===== config.mk =====
export PLATFORM = sky130hd
export DESIGN_NAME = snpa_isqrt
export DESIGN_NICKNAME = d
export VERILOG_FILES = /design/src/design/snpa_pkg.sv /design/src/design/snpa_isqrt.sv
export SDC_FILE = /design/constraint.sdc
export NUM_CORES = 2
export LEC_CHECK = 0
export BUFFER_PORTS_ARGS = -buffer_cell sky130_fd_sc_hd__buf_2
export CORE_MARGIN = 2
export CORE_UTILIZATION = 45
export CTS_CLUSTER_SIZE = 24
export DETAILED_ROUTE_END_ITERATION = 7
export SETUP_SLACK_MARGIN = 0.5
export SLEW_MARGIN = 0
export SYNTH_ARGS = -nofsm -noshare
export SYNTH_HDL_FRONTEND = slang
export SYNTH_MEMORY_MAX_BITS = 65536
export SYNTH_SLANG_ARGS = --single-unit

===== constraint.sdc =====
create_clock -name clk -period 4.3 [get_ports clk]
set_input_delay 0.43 -clock clk [delete_from_list [all_inputs] [get_ports clk]]
set_output_delay 0.43 -clock clk [all_outputs]
set_load 0.02 [all_outputs]

===== src/design/snpa_pkg.sv =====
// ----------------------------------------------------------------------------
// snpa_pkg
// Shared defaults and configuration register indexes for the semiquadratic
// norm penalty block.
// ----------------------------------------------------------------------------
package snpa_pkg;

	localparam int FRAC_BITS_DEF  = 16;
	localparam int DATA_WIDTH_DEF = 32;
	localparam int CFG_IDX_W      = 2;

	typedef enum logic [CFG_IDX_W-1:0] {
		REG_NOMINAL_NORM   = 2'd0,
		REG_PENALTY_WEIGHT = 2'd1,
		REG_PENALIZE_ABOVE = 2'd2
	} cfg_reg_t;

endpackage


===== src/design/snpa_isqrt.sv =====
// ----------------------------------------------------------------------------
// snpa_isqrt
// Pipelined integer square root, one root bit per stage. Returns
// floor(sqrt(radicand)) after W stages and carries a tag alongside.
// ----------------------------------------------------------------------------
module snpa_isqrt #(
	parameter int W     = snpa_pkg::DATA_WIDTH_DEF,
	parameter int TAG_W = 1
) (
	input  logic               clk,
	input  logic               arst_n,
	input  logic               in_valid,
	input  logic [2*W-1:0]     in_radicand,
	input  logic [TAG_W-1:0]   in_tag,
	output logic               out_valid,
	output logic [W-1:0]       out_root,
	output logic [TAG_W-1:0]   out_tag
);

	logic             vld_s  [W];
	logic [W+1:0]     rem_s  [W];
	logic [W-1:0]     root_s [W];
	logic [2*W-1:0]   rad_s  [W];
	logic [TAG_W-1:0] tag_s  [W];

	for (genvar k = 0; k < W; k++) begin : g_stage
		logic             v_in;
		logic [W+1:0]     rem_in;
		logic [W-1:0]     root_in;
		logic [2*W-1:0]   rad_in;
		logic [TAG_W-1:0] tag_in;
		logic [W+1:0]     cat;
		logic [W+1:0]     trial;

		if (k == 0) begin : g_first
			assign v_in    = in_valid;
			assign rem_in  = '0;
			assign root_in = '0;
			assign rad_in  = in_radicand;
			assign tag_in  = in_tag;
		end else begin : g_next
			assign v_in    = vld_s[k-1];
			assign rem_in  = rem_s[k-1];
			assign root_in = root_s[k-1];
			assign rad_in  = rad_s[k-1];
			assign tag_in  = tag_s[k-1];
		end

		assign cat   = {rem_in[W-1:0], rad_in[2*W-1 -: 2]};
		assign trial = {root_in, 2'b01};

		always_ff @(posedge clk or negedge arst_n) begin
			if (!arst_n) begin
				vld_s[k] <= 1'b0;
			end else begin
				vld_s[k] <= v_in;
			end
		end

		always_ff @(posedge clk) begin
			rad_s[k] <= rad_in << 2;
			tag_s[k] <= tag_in;
			if (cat >= trial) begin
				rem_s[k]  <= cat - trial;
				root_s[k] <= {root_in[W-2:0], 1'b1};
			end else begin
				rem_s[k]  <= cat;
				root_s[k] <= {root_in[W-2:0], 1'b0};
			end
		end
	end

	assign out_valid = vld_s[W-1];
	assign out_root  = root_s[W-1];
	assign out_tag   = tag_s[W-1];

endmodule


==> results.toml <==
[run_status]
status = "completed"

[synthesis]
yosys_most_used_dff = "dfxtp_1"
syn_avg_cell_area_sq_um = 10.34
synth_cell_types = 83
ys_warn_count = 0
syn-instance-count = 8739
synth_async_sr_flop_share_pct = 1.265
syn_area_sq_mm = 0.09039
ys_ff_latch = 2529
ys_seq_area_share_pct = 56.19
synth_edf_count = 0
synth_fp_nets = 9368

[job]
maxCapViolations = 0

[clocking]
clock_sinks = 2529
cts_tree = "built"
clk_latency_ns = 0.91
htreeDepth = 5
cts-root-buf = "clkbuf_16"
cts_buffers = 278
path_clk_slew_ns = 0.06
cts_buffer_depth = 4

[critical_path]
worstSetupEndpointType = "flop"
path_max_fanout = 4
path_class = "flop to flop"
critPathLaunchType = "flop"
crit_slowest_cell = "a221oi_1"
crit_path_frequent_cell = "o21ai_0"
worstReg2RegStart = "root_s[1][353]"
required_ns = 5.11
crit_arrival_ns = 4.47
max_stage_delay_ns = 0.49
cp-startpoint = "root_s[1][353]"
cp_cell_sequence = "inv_1 > ha_1 > o21ai_0 > a2bb2oi_1 > a211oi_1 > buf_4 > o21ai_0 > a221oi_1 > nor3_1 > o41ai_2 > nor2b_1 > nor4_1 > xor2_1"

[layout]
drive_gt1_share_pct = 8.325
final_util_pct = 52.18
area_growth_pct = 15.25
nets = 9716
fill_cells = 17720
fin_cells = 11940
design_area_sq_mm = 0.1042

[drt]
wl_per_cell_um = 15.66
drc = 0
dr.pass1.iters = 6
ant_nets = 0
drt_wl_total_mm = 187.0
viasPerCell = 5.028
vias = 60030
first_iter_violations = 2968

[sta]
fin_setup_tns_ns = 0
min_period_ns = 3.656
timing.hold.ws_ns = 0.1143
post-route-period-util_pct = 85.03
setup_viol = 0
tightest_slew_ns = 0.8641
report.final.slew_viol_count = 0
fin_worst_skew_ns = 0.05458
grt_setup_unrepaired = "yes"
max_clock_freq_ghz = 0.2735
finalHoldViolCount = 0
relSlewSlack_pct = 41.64

[place]
placed_area_sq_mm = 0.09416
dpl.cell_count = 11390
gp_congestion = 0.8848
io_buffer_count = 101
dp_hpwl_mm = 142.0

[die]
rows = 164
ios = 102
die_area_sq_mm = 0.2045
die_w_um = 452.2
start_util_pct = 45.27
core_sq_mm = 0.1997
die_y_um = 452.2

[global_routing]
use_met1_pct = 21.49
grt_max_degree = 54
grt_util_met3_pct = 2.946
antenna_found_initial = 5
grt_usage_pct = 18.08
grt_pass1_wl_mm = 300.9
gr-total-overflow = 0
met2_usage_pct = 32.07
grt_pass1_vias = 59690
busiest_layer = "met2"

[power]
combPwrFrac_pct = 16.4
sw_frac_of_total_pct = 27.14
p_leak_uw = 0.04902
p_switching_uw = 17330
peakVddDrop_uv = 437.4
p_per_area_mw_per_mm2 = 613.1
seqPwrFrac_pct = 47.1
p_int_uw = 46540
power.clock.fraction_pct = 36.6

[min_path]
hp-class = "input port to asynchronous set/reset pin"
==> kinds of logic after synthesis <==
family / Yosys count / synth area share (%)
AOI/OAI and AO/OA: 1742 / 11.85
xor gates and xnor gates: 788 / 7.635
adders and majority gates: 561 / 7.765
buffers and inverters: 861 / 3.591
DFF: 2529 / 56.19
muxes: 103 / 1.268
other: 1 / 0.004148
and+or+nand+nor: 2154 / 11.71
==> critical path: cells and delay by family, from the launching register on <==
family          cells  cell delay [ns]
fa+ha+maj           1             0.34
xor+xnor            1             0.17
simple gates        3             0.50
flops               1             0.42
compound gates      6             1.82
buf+inv             2             0.28
==> routing by layer <==
layer  up-vias  routed length (um)
li1      30450                   -
met1     27940               80160
met2      1176               92180
met3       460                7266
met4         0                7406
met5         -                   0
==> layout by cell type (no fill, tap or decap), drive strengths merged, types with 36 or more instances in the layout <==
cell type and n:
dlygate4sd3 68, clkinv 39, nor2b 80, a21o 234, or2 42, ha 561
xor2 394, nor2 527, nand4 100, o21ai 496, nand2 563, a211oi 43
o31ai 55, mux2 92, nand3 115, clkbuf 387, xnor2 394, or3 98
inv 707, o211ai 36, buf 160, dfxtp 2497, nor3 208, nor4 105
o21bai 53, and3 50, a21oi 522, a31oi 47, nand2b 116, or4 43
o21a 82
==> Yosys cell counts (all sizes together), types with 11 or more instances <==
cell type	count	area share [%]
nand3	115	0.64
a21oi	522	2.9
or3	98	0.68
nand3b	22	0.18
a2111oi	15	0.15
ha	561	7.8
a221oi	13	0.13
mux2i	11	0.12
o31ai	55	0.46
a211o	11	0.11
and2	29	0.20
clkbuf	141	0.59
dfxtp	2497	55
and3	50	0.35
nor3b	14	0.12
o21bai	53	0.44
nor4	105	0.73
o21a	82	0.68
nand2b	116	0.80
nand2	563	2.3
inv	701	2.9
nor3	208	1.2
o211ai	36	0.30
o21ai	496	2.7
xnor2	394	3.8
a21boi	26	0.22
a31oi	47	0.33
nor2b	80	0.55
xor2	394	3.8
mux2	92	1.1
o41ai	13	0.13
a211oi	43	0.36
buf	19	0.094
dfrtp	32	0.89
nand4	100	0.69
or4	43	0.37
a21o	234	1.9
nor2	527	2.2
or2	42	0.29
==> power by group through the flow <==
stage | clock network [uW] | registers (uW) | logic, uW
after floorplan | 0 | 29500 | 8100
after global placement | 0 | 30600 | 10200
after detailed placement | 0 | 30600 | 10300
after CTS | 24100 | 30100 | 10500
after global routing | 25100 | 30500 | 11700
final | 23400 | 30100 | 10500
==> registers in the layout, summed over array words and instances, names as in the netlist <==
name,cells
rad_s,992
rem_s,945
root_s,528
tag_s,32
g_stage.v_in,31
out_valid,1
==> cell type report <==
class,count,area [sq um],area share (%)
multi-input combinational,5349,36570,35.10
clock buffer,387,8065,7.741
clock inverter,79,1080,1.036
sequential,2529,50790,48.75
timing repair buffer,228,1703,1.635
tap,2656,3323,3.190
inverter,701,2631,2.526
antenna,10,25.02,0.02402
==> stage by stage <==
stage                     worst slack (ns)  power, uW
after floorplan                     0.6227      37610
after global placement              0.4134      40800
after detailed placement            0.2665      40960
after CTS                           0.5293      64690
after global routing                0.3613      67340
final                               0.6435      63870
==> worst paths after layout <==
path | slack [ns] | cells past startpoint | to
setup / recovery | 0.64 | 13 | rem_s[1][439]
min in group clk | 0.15 | 2 | rad_s[0][16]
hold reg to reg | 0.29 | 0 | rad_s[1][674]
setup reg to reg | 0.64 | 13 | rem_s[1][439]
max in group asynchronous | 3.73 | 2 | g_stage[5].v_in
hold / removal | 0.11 | 2 | g_stage[29].v_in
==> what timing repair did <==
item,4_1_cts,5_1_grt
hold endpoints to repair,99,0
setup buffers,0,5
hold buffers,68,0
gates resized for setup,4,28
setup endpoints to repair,33,117
pin swaps,0,1
Power figures use the tool's default switching activity.
